`config.mk`:
```
export PLATFORM = sky130hd
export DESIGN_NAME = bankers_safety_check_core
export DESIGN_NICKNAME = d
export VERILOG_FILES = /design/src/rtl/bsc_pkg.sv /design/src/rtl/bankers_safety_check_core.sv
export SDC_FILE = /design/constraint.sdc
export NUM_CORES = 2
export LEC_CHECK = 0
export BUFFER_PORTS_ARGS = -buffer_cell sky130_fd_sc_hd__buf_4
export CELL_PAD_IN_SITES_DETAIL_PLACEMENT = 0
export CELL_PAD_IN_SITES_GLOBAL_PLACEMENT = 1
export CORE_ASPECT_RATIO = 0.8
export CORE_MARGIN = 5
export CORE_UTILIZATION = 47
export CTS_CLUSTER_SIZE = 25
export DETAILED_ROUTE_END_ITERATION = 10
export PLACE_DENSITY_LB_ADDON = 0.1
export SLEW_MARGIN = 20
export SYNTH_ARGS = -nofsm -noshare
export SYNTH_HDL_FRONTEND = slang
export SYNTH_SLANG_ARGS = --single-unit
```
`constraint.sdc`:
```
create_clock -name clk_i -period 10.2 [get_ports clk_i]
set_input_delay 1.02 -clock clk_i [delete_from_list [all_inputs] [get_ports clk_i]]
set_output_delay 1.02 -clock clk_i [all_outputs]
set_load 0.01 [all_outputs]
```
`src/rtl/bsc_pkg.sv`:
```
// Package for the banker's safety check engine.
// Shared constants, command and status codes. No dependencies.
`default_nettype none
package bsc_pkg;
  localparam int unsigned ProcsDefault = 16;
  localparam int unsigned CountWidthDefault = 16;
  localparam int unsigned WorkW = 20;
  localparam int unsigned ActW = 5;

  localparam logic [1:0] CmdLoad    = 2'd0;
  localparam logic [1:0] CmdTotals  = 2'd1;
  localparam logic [1:0] CmdCheck   = 2'd2;
  localparam logic [1:0] CmdRequest = 2'd3;

  localparam logic [2:0] StDone     = 3'd0;
  localparam logic [2:0] StFinished = 3'd1;
  localparam logic [2:0] StSafe     = 3'd2;
  localparam logic [2:0] StNeed     = 3'd3;
  localparam logic [2:0] StAvail    = 3'd4;
  localparam logic [2:0] StUnsafe   = 3'd5;
  localparam logic [2:0] StBadRow   = 3'd6;
  localparam logic [2:0] StOver     = 3'd7;
endpackage
`default_nettype wire

```
`src/rtl/bankers_safety_check_core.sv`:
```
// Banker's algorithm engine for three resource types, top level.
// Uses bsc_pkg. Allocation and need rows live in one synchronous memory.
//
// Each item is handled one at a time. A load is handled in the S_LD state;
// set totals walks the allocation memory, one row per cycle. A check or
// request scans the rows in passes through the single read port of the row
// memory: each row visit is a read state, then a test state (S_CHKRD, then
// S_CHK), and each finished row waits in S_OUT until the output is free. After
// reset the row memory is cleared row by row, and no item is accepted
// until the clear is done.
`default_nettype none
module bankers_safety_check_core #(
  parameter int unsigned PROCS = bsc_pkg::ProcsDefault,
  parameter int unsigned COUNT_WIDTH = bsc_pkg::CountWidthDefault
) (
  input  wire logic        clk_i,
  input  wire logic        rst_ni,
  input  wire logic        cfg_valid_i,
  output logic             cfg_ready_o,
  input  wire logic [7:0]  cfg_data_i,     // [4:0] active_processes
  input  wire logic        s_axis_tvalid_i,
  output logic             s_axis_tready_o,
  // [1:0] command, [5:2] process_index, [21:6] amount_a, [37:22] amount_b,
  // [53:38] amount_c, [69:54] max_a, [85:70] max_b, [101:86] max_c
  input  wire logic [103:0] s_axis_tdata_i,
  output logic             m_axis_tvalid_o,
  input  wire logic        m_axis_tready_i,
  // [2:0] status, [6:3] finished_process, [26:7] work_a, [46:27] work_b,
  // [66:47] work_c
  output logic [71:0]      m_axis_tdata_o,
  output logic             m_axis_tlast_o
);
  localparam int unsigned IW = (PROCS > 1) ? $clog2(PROCS) : 1;
  localparam int unsigned CW = (PROCS > 1) ? $clog2(PROCS + 1) : 1;
  localparam int unsigned CNTW = COUNT_WIDTH;
  localparam int unsigned SW = CNTW + $clog2(PROCS + 1);
  localparam int unsigned WW = SW + 1;
  localparam int unsigned RW = 6 * CNTW;
  localparam int unsigned ActW_l = bsc_pkg::ActW;

  // state codes
  localparam logic [3:0] S_CLR = 4'd0, S_IDLE = 4'd1, S_LD = 4'd2, S_SUMRD = 4'd3,
    S_SUM = 4'd4, S_REQRD = 4'd5, S_REQ = 4'd6, S_CHKRD = 4'd7, S_CHK = 4'd8,
    S_OUT = 4'd9, S_UNDO = 4'd10, S_UNDOWR = 4'd11, S_VERD = 4'd12;

  logic [3:0] st_q, st_d;
  logic [RW-1:0] mem [PROCS];
  logic [RW-1:0] rd_q;
  logic rd_en;
  logic [IW-1:0] rd_addr;
  logic wr_en;
  logic [IW-1:0] wr_addr;
  logic [RW-1:0] wr_data;

  logic [ActW_l-1:0] act_q;
  logic [1:0] cmd_q;
  logic [3:0] pidx_q;
  logic [CNTW-1:0] amt_q [3];
  logic [CNTW-1:0] mx_q [3];
  logic [CNTW-1:0] avail_q [3];
  logic [SW-1:0] sum_q [3];
  logic [WW-1:0] work_q [3];
  logic [PROCS-1:0] fin_q;
  logic [IW-1:0] idx_q;
  logic [CW-1:0] done_q;
  logic prog_q;
  logic [CW-1:0] n_c;
  logic req_ok_q;
  logic [2:0] req_st_q;

  logic [2:0] o_st_q;
  logic [3:0] o_proc_q;
  logic [bsc_pkg::WorkW-1:0] o_w_q [3];
  logic o_last_q;
  logic o_valid_q;

  logic [CNTW-1:0] ra [3], rn [3], in_amt [3], in_mx [3];
  for (genvar j = 0; j < 3; j++) begin : g_f
    assign ra[j] = rd_q[j*CNTW +: CNTW];
    assign rn[j] = rd_q[(3+j)*CNTW +: CNTW];
    assign in_amt[j] = CNTW'(s_axis_tdata_i[6 + 16*j +: 16]);
    assign in_mx[j] = CNTW'(s_axis_tdata_i[54 + 16*j +: 16]);
  end

  assign n_c = (32'(act_q) > PROCS) ? CW'(PROCS) : CW'(act_q);
  assign cfg_ready_o = 1'b1;
  assign s_axis_tready_o = (st_q == S_IDLE) && !o_valid_q;
  wire in_acc = s_axis_tvalid_i && s_axis_tready_o;
  wire out_free = !o_valid_q || m_axis_tready_i;

  // row memory, one write and one registered read port
  always_ff @(posedge clk_i) begin
    if (wr_en) mem[wr_addr] <= wr_data;
    if (rd_en) rd_q <= mem[rd_addr];
  end

  // per-row test terms
  logic fits, bad_ld, need_fail [3], av_fail [3];
  always_comb begin
    fits = 1'b1;
    bad_ld = 1'b0;
    for (int j = 0; j < 3; j++) begin
      if (work_q[j] < WW'(rn[j])) fits = 1'b0;
      if (mx_q[j] < amt_q[j]) bad_ld = 1'b1;
      need_fail[j] = amt_q[j] > rn[j];
      av_fail[j] = amt_q[j] > avail_q[j];
    end
  end
  logic [2:0] req_st;
  logic req_ok;
  always_comb begin
    req_st = bsc_pkg::StDone;
    req_ok = 1'b1;
    for (int j = 2; j >= 0; j--) begin
      if (av_fail[j]) begin req_st = bsc_pkg::StAvail; req_ok = 1'b0; end
      if (need_fail[j]) begin req_st = bsc_pkg::StNeed; req_ok = 1'b0; end
    end
  end
  logic over;
  always_comb begin
    over = 1'b0;
    for (int j = 0; j < 3; j++) if (sum_q[j] > SW'(amt_q[j])) over = 1'b1;
  end
  wire last_idx = (CW'(idx_q) + CW'(1)) >= n_c;

  // control
  logic emit;
  logic [2:0] e_st;
  logic [3:0] e_proc;
  logic e_last, e_work;
  always_comb begin
    st_d = st_q;
    rd_en = 1'b0; rd_addr = idx_q;
    wr_en = 1'b0; wr_addr = idx_q; wr_data = '0;
    emit = 1'b0; e_st = bsc_pkg::StDone; e_proc = '0; e_last = 1'b1; e_work = 1'b0;
    unique case (st_q)
      S_CLR: begin
        wr_en = 1'b1;
        if (32'(idx_q) == PROCS - 1) st_d = S_IDLE;
      end
      S_IDLE: begin
        if (in_acc) begin
          unique case (s_axis_tdata_i[1:0])
            bsc_pkg::CmdLoad: st_d = S_LD;
            bsc_pkg::CmdTotals: st_d = S_SUMRD;
            bsc_pkg::CmdCheck: st_d = S_CHKRD;
            default: st_d = S_REQRD;
          endcase
        end
      end
      S_LD: if (out_free) begin
        emit = 1'b1;
        if (32'(pidx_q) >= PROCS || bad_ld) e_st = bsc_pkg::StBadRow;
        else begin
          wr_en = 1'b1; wr_addr = IW'(pidx_q);
          for (int j = 0; j < 3; j++) begin
            wr_data[j*CNTW +: CNTW] = amt_q[j];
            wr_data[(3+j)*CNTW +: CNTW] = mx_q[j] - amt_q[j];
          end
        end
        st_d = S_IDLE;
      end
      S_SUMRD: begin
        if (n_c == '0) st_d = S_VERD;
        else begin rd_en = 1'b1; st_d = S_SUM; end
      end
      S_SUM: begin
        if (last_idx) st_d = S_VERD;
        else begin rd_en = 1'b1; rd_addr = idx_q + IW'(1); end
      end
      S_REQRD: begin
        if (CW'(pidx_q) >= n_c || 32'(pidx_q) >= PROCS) st_d = S_VERD;
        else begin rd_en = 1'b1; rd_addr = IW'(pidx_q); st_d = S_REQ; end
      end
      S_REQ: begin
        if (!req_ok) st_d = S_VERD;
        else begin
          wr_en = 1'b1; wr_addr = IW'(pidx_q);
          for (int j = 0; j < 3; j++) begin
            wr_data[j*CNTW +: CNTW] = ra[j] + amt_q[j];
            wr_data[(3+j)*CNTW +: CNTW] = rn[j] - amt_q[j];
          end
          st_d = S_CHKRD;
        end
      end
      S_CHKRD: begin
        if (done_q >= n_c) st_d = S_VERD;
        else if (fin_q[idx_q]) begin
          if (last_idx && !prog_q) st_d = S_VERD;
        end else begin rd_en = 1'b1; st_d = S_CHK; end
      end
      S_CHK: begin
        if (fits) st_d = S_OUT;
        else if (last_idx && !prog_q) st_d = S_VERD;
        else st_d = S_CHKRD;
      end
      S_OUT: if (out_free) begin
        emit = 1'b1; e_st = bsc_pkg::StFinished; e_proc = 4'(idx_q);
        e_last = 1'b0; e_work = 1'b1;
        st_d = S_CHKRD;
      end
      S_VERD: if (out_free) begin
        emit = 1'b1; st_d = S_IDLE;
        unique case (cmd_q)
          bsc_pkg::CmdTotals: e_st = over ? bsc_pkg::StOver : bsc_pkg::StDone;
          bsc_pkg::CmdCheck: begin
            e_work = 1'b1;
            e_st = (done_q >= n_c) ? bsc_pkg::StSafe : bsc_pkg::StUnsafe;
          end
          default: begin
            if (CW'(pidx_q) >= n_c || 32'(pidx_q) >= PROCS) e_st = bsc_pkg::StNeed;
            else if (done_q >= n_c) begin e_st = bsc_pkg::StSafe; e_work = 1'b1; end
            else if (!req_ok_q) e_st = req_st_q;
            else begin
              e_st = bsc_pkg::StUnsafe; e_work = 1'b1;
              emit = 1'b0; rd_en = 1'b1; rd_addr = IW'(pidx_q); st_d = S_UNDO;
            end
          end
        endcase
      end
      S_UNDO: begin
        wr_en = 1'b1; wr_addr = IW'(pidx_q);
        for (int j = 0; j < 3; j++) begin
          wr_data[j*CNTW +: CNTW] = ra[j] - amt_q[j];
          wr_data[(3+j)*CNTW +: CNTW] = rn[j] + amt_q[j];
        end
        st_d = S_UNDOWR;
      end
      S_UNDOWR: if (out_free) begin
        emit = 1'b1; e_st = bsc_pkg::StUnsafe; e_work = 1'b1; st_d = S_IDLE;
      end
      default: st_d = S_IDLE;
    endcase
  end

  // datapath registers
  always_ff @(posedge clk_i or negedge rst_ni) begin
    if (!rst_ni) begin
      st_q <= S_CLR;
      idx_q <= '0;
      act_q <= ActW_l'(16);
      o_valid_q <= 1'b0;
      done_q <= '0;
      prog_q <= 1'b0;
      fin_q <= '0;
      req_ok_q <= 1'b1;
      req_st_q <= bsc_pkg::StDone;
      cmd_q <= bsc_pkg::CmdLoad;
      pidx_q <= '0;
      for (int j = 0; j < 3; j++) begin
        avail_q[j] <= '0; sum_q[j] <= '0; work_q[j] <= '0;
        amt_q[j] <= '0; mx_q[j] <= '0;
      end
    end else begin
      st_q <= st_d;
      if (cfg_valid_i) act_q <= cfg_data_i[ActW_l-1:0];
      if (emit) o_valid_q <= 1'b1;
      else if (m_axis_tready_i) o_valid_q <= 1'b0;
      unique case (st_q)
        S_CLR: idx_q <= idx_q + IW'(1);
        S_IDLE: if (in_acc) begin
          idx_q <= '0; done_q <= '0; prog_q <= 1'b0; fin_q <= '0;
          req_ok_q <= 1'b1;
          cmd_q <= s_axis_tdata_i[1:0];
          pidx_q <= s_axis_tdata_i[5:2];
          for (int j = 0; j < 3; j++) begin
            amt_q[j] <= in_amt[j]; mx_q[j] <= in_mx[j];
            sum_q[j] <= (s_axis_tdata_i[1:0] == bsc_pkg::CmdTotals) ? '0 : sum_q[j];
            work_q[j] <= WW'(avail_q[j]);
          end
        end
        S_SUM: begin
          idx_q <= idx_q + IW'(1);
          for (int j = 0; j < 3; j++) sum_q[j] <= sum_q[j] + SW'(ra[j]);
        end
        S_REQ: begin
          req_ok_q <= req_ok; req_st_q <= req_st;
          if (req_ok) for (int j = 0; j < 3; j++) begin
            avail_q[j] <= avail_q[j] - amt_q[j];
            work_q[j] <= WW'(avail_q[j] - amt_q[j]);
          end
        end
        S_CHKRD: if (done_q < n_c && fin_q[idx_q]) begin
          idx_q <= last_idx ? '0 : idx_q + IW'(1);
          if (last_idx) prog_q <= 1'b0;
        end
        S_CHK: if (fits) begin
          fin_q[idx_q] <= 1'b1;
          done_q <= done_q + CW'(1);
          prog_q <= 1'b1;
          for (int j = 0; j < 3; j++) work_q[j] <= work_q[j] + WW'(ra[j]);
        end else begin
          idx_q <= last_idx ? '0 : idx_q + IW'(1);
          if (last_idx) prog_q <= 1'b0;
        end
        S_OUT: if (out_free) begin
          idx_q <= last_idx ? '0 : idx_q + IW'(1);
          if (last_idx) prog_q <= 1'b0;
        end
        S_VERD: if (out_free) begin
          if (cmd_q == bsc_pkg::CmdTotals && !over)
            for (int j = 0; j < 3; j++) avail_q[j] <= amt_q[j] - CNTW'(sum_q[j]);
          if (cmd_q == bsc_pkg::CmdRequest && req_ok_q && CW'(pidx_q) < n_c &&
              32'(pidx_q) < PROCS && done_q >= n_c)
            for (int j = 0; j < 3; j++) sum_q[j] <= sum_q[j] + SW'(amt_q[j]);
        end
        S_UNDO:
          for (int j = 0; j < 3; j++) avail_q[j] <= avail_q[j] + amt_q[j];
        default: ;
      endcase
    end
  end

  // output register, work already includes the finished row
  always_ff @(posedge clk_i) begin
    if (emit) begin
      o_st_q <= e_st;
      o_proc_q <= e_proc;
      o_last_q <= e_last;
      for (int j = 0; j < 3; j++)
        o_w_q[j] <= e_work ? work_q[j][bsc_pkg::WorkW-1:0] : '0;
    end
  end

  assign m_axis_tvalid_o = o_valid_q;
  assign m_axis_tlast_o = o_last_q;
  assign m_axis_tdata_o = {5'd0, o_w_q[2], o_w_q[1], o_w_q[0], o_proc_q, o_st_q};

  // checks
  a_no_accept_busy: assert property (@(posedge clk_i) disable iff (!rst_ni)
    s_axis_tready_o |-> st_q == S_IDLE) else $error("accept while busy");
  a_emit_free: assert property (@(posedge clk_i) disable iff (!rst_ni)
    emit |-> out_free) else $error("result overwritten");
  a_done_bound: assert property (@(posedge clk_i) disable iff (!rst_ni)
    done_q <= CW'(PROCS)) else $error("finish count overflow");
endmodule
`default_nettype wire
```
==> flow_metrics.tcl <==
set metrics [dict create \
    outcome "complete, no violations" \
    synth_warnings 0 \
    cp_slowest_cell "o21ai_1" \
    reg2reg_slack_ns 3.11 \
    die_height_um 429.3 \
    max_freq_ghz 0.1411 \
    gr-usage-met3_pct 4.542 \
    synth_most_common_cell "nand2_1" \
    vdd_ir_drop_max_mv 0.3835 \
    clk_path_buf_depth 4 \
    wire_per_inst_um 27.62 \
    pin_count 193 \
    hold_viol_final 0 \
    hp-class "in -> async" \
    cts.sinks 2018 \
    async_flop_share_pct 15.76 \
    finalSetupViolCount 0 \
    multi_input_area_sq_um 41910 \
    p_total_mw 43.41 \
    gr-usage-met1_pct 40.92 \
    ys_ff_latch 2018 \
    clk_latency_ns 0.88 \
    portBuffers 181 \
    syn_to_final_growth_pct 11.45 \
    p_comb_share_pct 50.6 \
    slew_violations 0 \
    use_met2_pct 47.32 \
    yosysTopAreaCell "edfxtp_1" \
    fin_tns_setup_ns 0 \
    grt_remaining_overflow 0 \
    drc 0 \
    grt_max_degree 144 \
    seqPwrFrac_pct 31.8 \
    cap_violations 0 \
    post-dp-hpwl_mm 216.1 \
    htreeDepth 4 \
    dr.pass1.iters 6 \
    num-fill-cells 18970 \
    vias 76450 \
    slew_headroom_pct 19.10 \
    die-area_sq_um 229300 \
    period_minus_slack_ns 7.087 \
    worstPathCellList "inv_1, ha_1, nor2b_1, o31a_1, o31a_1, o21ai_0, o21ai_1, o221ai_1, buf_4, or3_4, nand3_1, nand3b_1, o22ai_4, buf_4" \
    netlist_instances 9399 \
    grt_pass1_wl_mm 502.0 \
    power_switching_mw 19.32 \
    tightest_slew_ns 1.205 \
    vias_per_cell 6.099 \
    wl_mm 346.2 \
    antenna_found_initial 11 \
    cts_root_buffer "clkbuf_16" \
    postCtsSetupBuffers 0 \
    nNetsFinal 10180 \
    synth_area_sq_um 103300 \
    regArea_sq_um 59010 \
    slowest_delay_ns 0.90 \
    core_sq_um 218000 \
    critPathArrivalTime_ns 7.56 \
    crit_type "reg -> reg" \
    reg2reg_depth 14 \
    yosysSeqAreaShare_pct 57.13 \
    cts.clk_slew.worst_paths_ns 0.06 \
    finalCritPeriodShare_pct 69.49 \
    num_rows 153 \
    cp_max_fo 43 \
    worstReg2RegStart "amt_q[33]" \
    cts_buffers 211 \
    busiest_layer "met2" \
    internal_power_mw 24.09 \
    cts_tree "done" \
    post_cts_resized 0 \
    grt_util_all_layers_pct 29.35 \
    drive_gt1_share_pct 8.639 \
    required_ns 10.67 \
    pwr-share-clk_pct 17.5 \
    synth_edf_count 1700 \
    synth-main-ff-cell "edfxtp_1" \
    synth.distinct_cells 90 \
    end_kind "register" \
    r2r_end "mem[1][86]" \
    cts_hold_buf 0 \
    p_sw_share_pct 44.50 \
    start_util_pct 47.37 \
    synth_top_area_share_pct 49.42 \
    synth_area_leaders "edfxtp_1, dfrtp_1, nand2_1" \
    gp_congestion 0.9317 \
    setup.worst_path.start_class "register" \
    fin_skew_ns 0.05421 \
    crit_start "amt_q[33]" \
    die_w_um 534.1 \
    synth_area_per_cell_sq_um 10.99 \
    first_global_vias 73030 \
    final_antenna_net_count 0 \
    drtIter0Drc 8358 \
    cellLeakagePower_nw 44.50 \
    grt_setup_unrepaired "false" \
    ys_top_cells_by_count "nand2_1, edfxtp_1, nand3_1" \
    power_density_nw_per_um2 377.1 \
]
-- cells in the final DEF (no fill, tap or decap), types with 88 or more instances in the layout --
master / Yosys / routed
nor2_1: 503 / 494
ha_1: 539 / 539
buf_4: 12 / 339
clkbuf_16: 0 / 213
nand2_1: 1916 / 1910
o21ai_0: 418 / 415
a21oi_1: 389 / 389
inv_1: 246 / 246
dfrtp_1: 316 / 316
mux2i_1: 299 / 299
o221ai_1: 117 / 113
nor3_1: 117 / 115
nand3_1: 712 / 710
a21o_1: 101 / 101
a221oi_1: 89 / 88
xnor2_1: 119 / 119
edfxtp_1: 1700 / 1700
xor2_1: 133 / 133
a32oi_1: 98 / 98
-- per-layer routing --
layer	vias to the layer above	routed length, um
met5	-	71
met4	10	12600
met3	565	25030
met2	3028	160200
met1	37990	148300
li1	34850	-
-- registers in the layout, indices dropped and copies added (netlist names), 2 cells and up --
register and flops:
idx_q 4, o_w_q 60, amt_q 48, fin_q 16, cmd_q 2, o_proc_q 4, req_st_q 2, rd_q 96
mx_q 48, sum_q 63, o_st_q 3, avail_q 48, mem 1536, pidx_q 4, act_q 5, st_q 4
work_q 66, done_q 5
-- stage by stage --
step / worst slack [ns] / util, % / cell area (sq um) / hold slack [ns] / cells
4_1_cts: 3.247 / 52.70 / 114900 / 0.1943 / 12530
2_1_floorplan: 0.4715 / - / 103300 / 0.4401 / 9403
5_1_grt: 3.008 / 52.79 / 115100 / 0.2384 / 12530
3_3_place_gp: 3.365 / 49.62 / 108200 / 0.4614 / 12150
6_report: 3.113 / 52.79 / 115100 / 0.1564 / 12530
3_5_place_dp: 3.290 / 49.65 / 108300 / 0.4727 / 12150
-- kinds of logic (layout without fill, tap and decap cells) --
logic type      after synthesis  count (layout)  synth area share (%)
xor+xnor                    252             252                 2.137
mux                         311             311                 3.083
other cells                   2               7              0.007271
flops                      2018            2018                 57.13
compound gates             1876            1876                 12.28
buf+inv                     729             991                 3.007
fa+ha+maj                   566             566                 7.053
simple gates               3645            3645                 15.30
-- worst max-delay path, delay by kind of cell (launching register included) --
family,cells,cell delay (ns)
AND/OR/NAND/NOR,4,1.47
adder cells (fa/ha/maj),1,0.41
buffers and inverters,3,1.38
flip-flops,1,0.60
AO/OA/AOI/OAI,6,2.67
-- worst max path at each step --
stage | cells after the start | end | slack, ns
floorplan | 6 | rd_q[0] | 0.47
global placement | 14 | mem[1][2] | 3.37
detailed placement | 14 | mem[1][6] | 3.29
CTS | 14 | mem[1][13] | 3.25
global route | 14 | mem[1][13] | 3.01
finish | 14 | mem[1][86] | 3.11
-- area by class of cell --
| class | count | share of cell area [%] |
|---|---|---|
| sequential | 2018 | 51.26 |
| clock buffer | 262 | 4.851 |
| antenna | 1 | 0.002174 |
| inverter | 247 | 0.8054 |
| tap | 2867 | 3.116 |
| multi-input combinational | 6656 | 36.41 |
| timing repair buffer | 365 | 2.624 |
| clock inverter | 117 | 0.9304 |
-- power by group through the flow --
stage | clock network [mW] | registers (mW) | logic, mW
final | 7.61 | 13.8 | 22.0
after global routing | 8.07 | 13.9 | 24.1
after global placement | 0 | 14.0 | 21.0
after detailed placement | 0 | 14.0 | 21.4
after CTS | 7.74 | 13.8 | 21.5
after floorplan | 0 | 13.1 | 14.8
No activity file was read; power rests on OpenSTA's default activity.
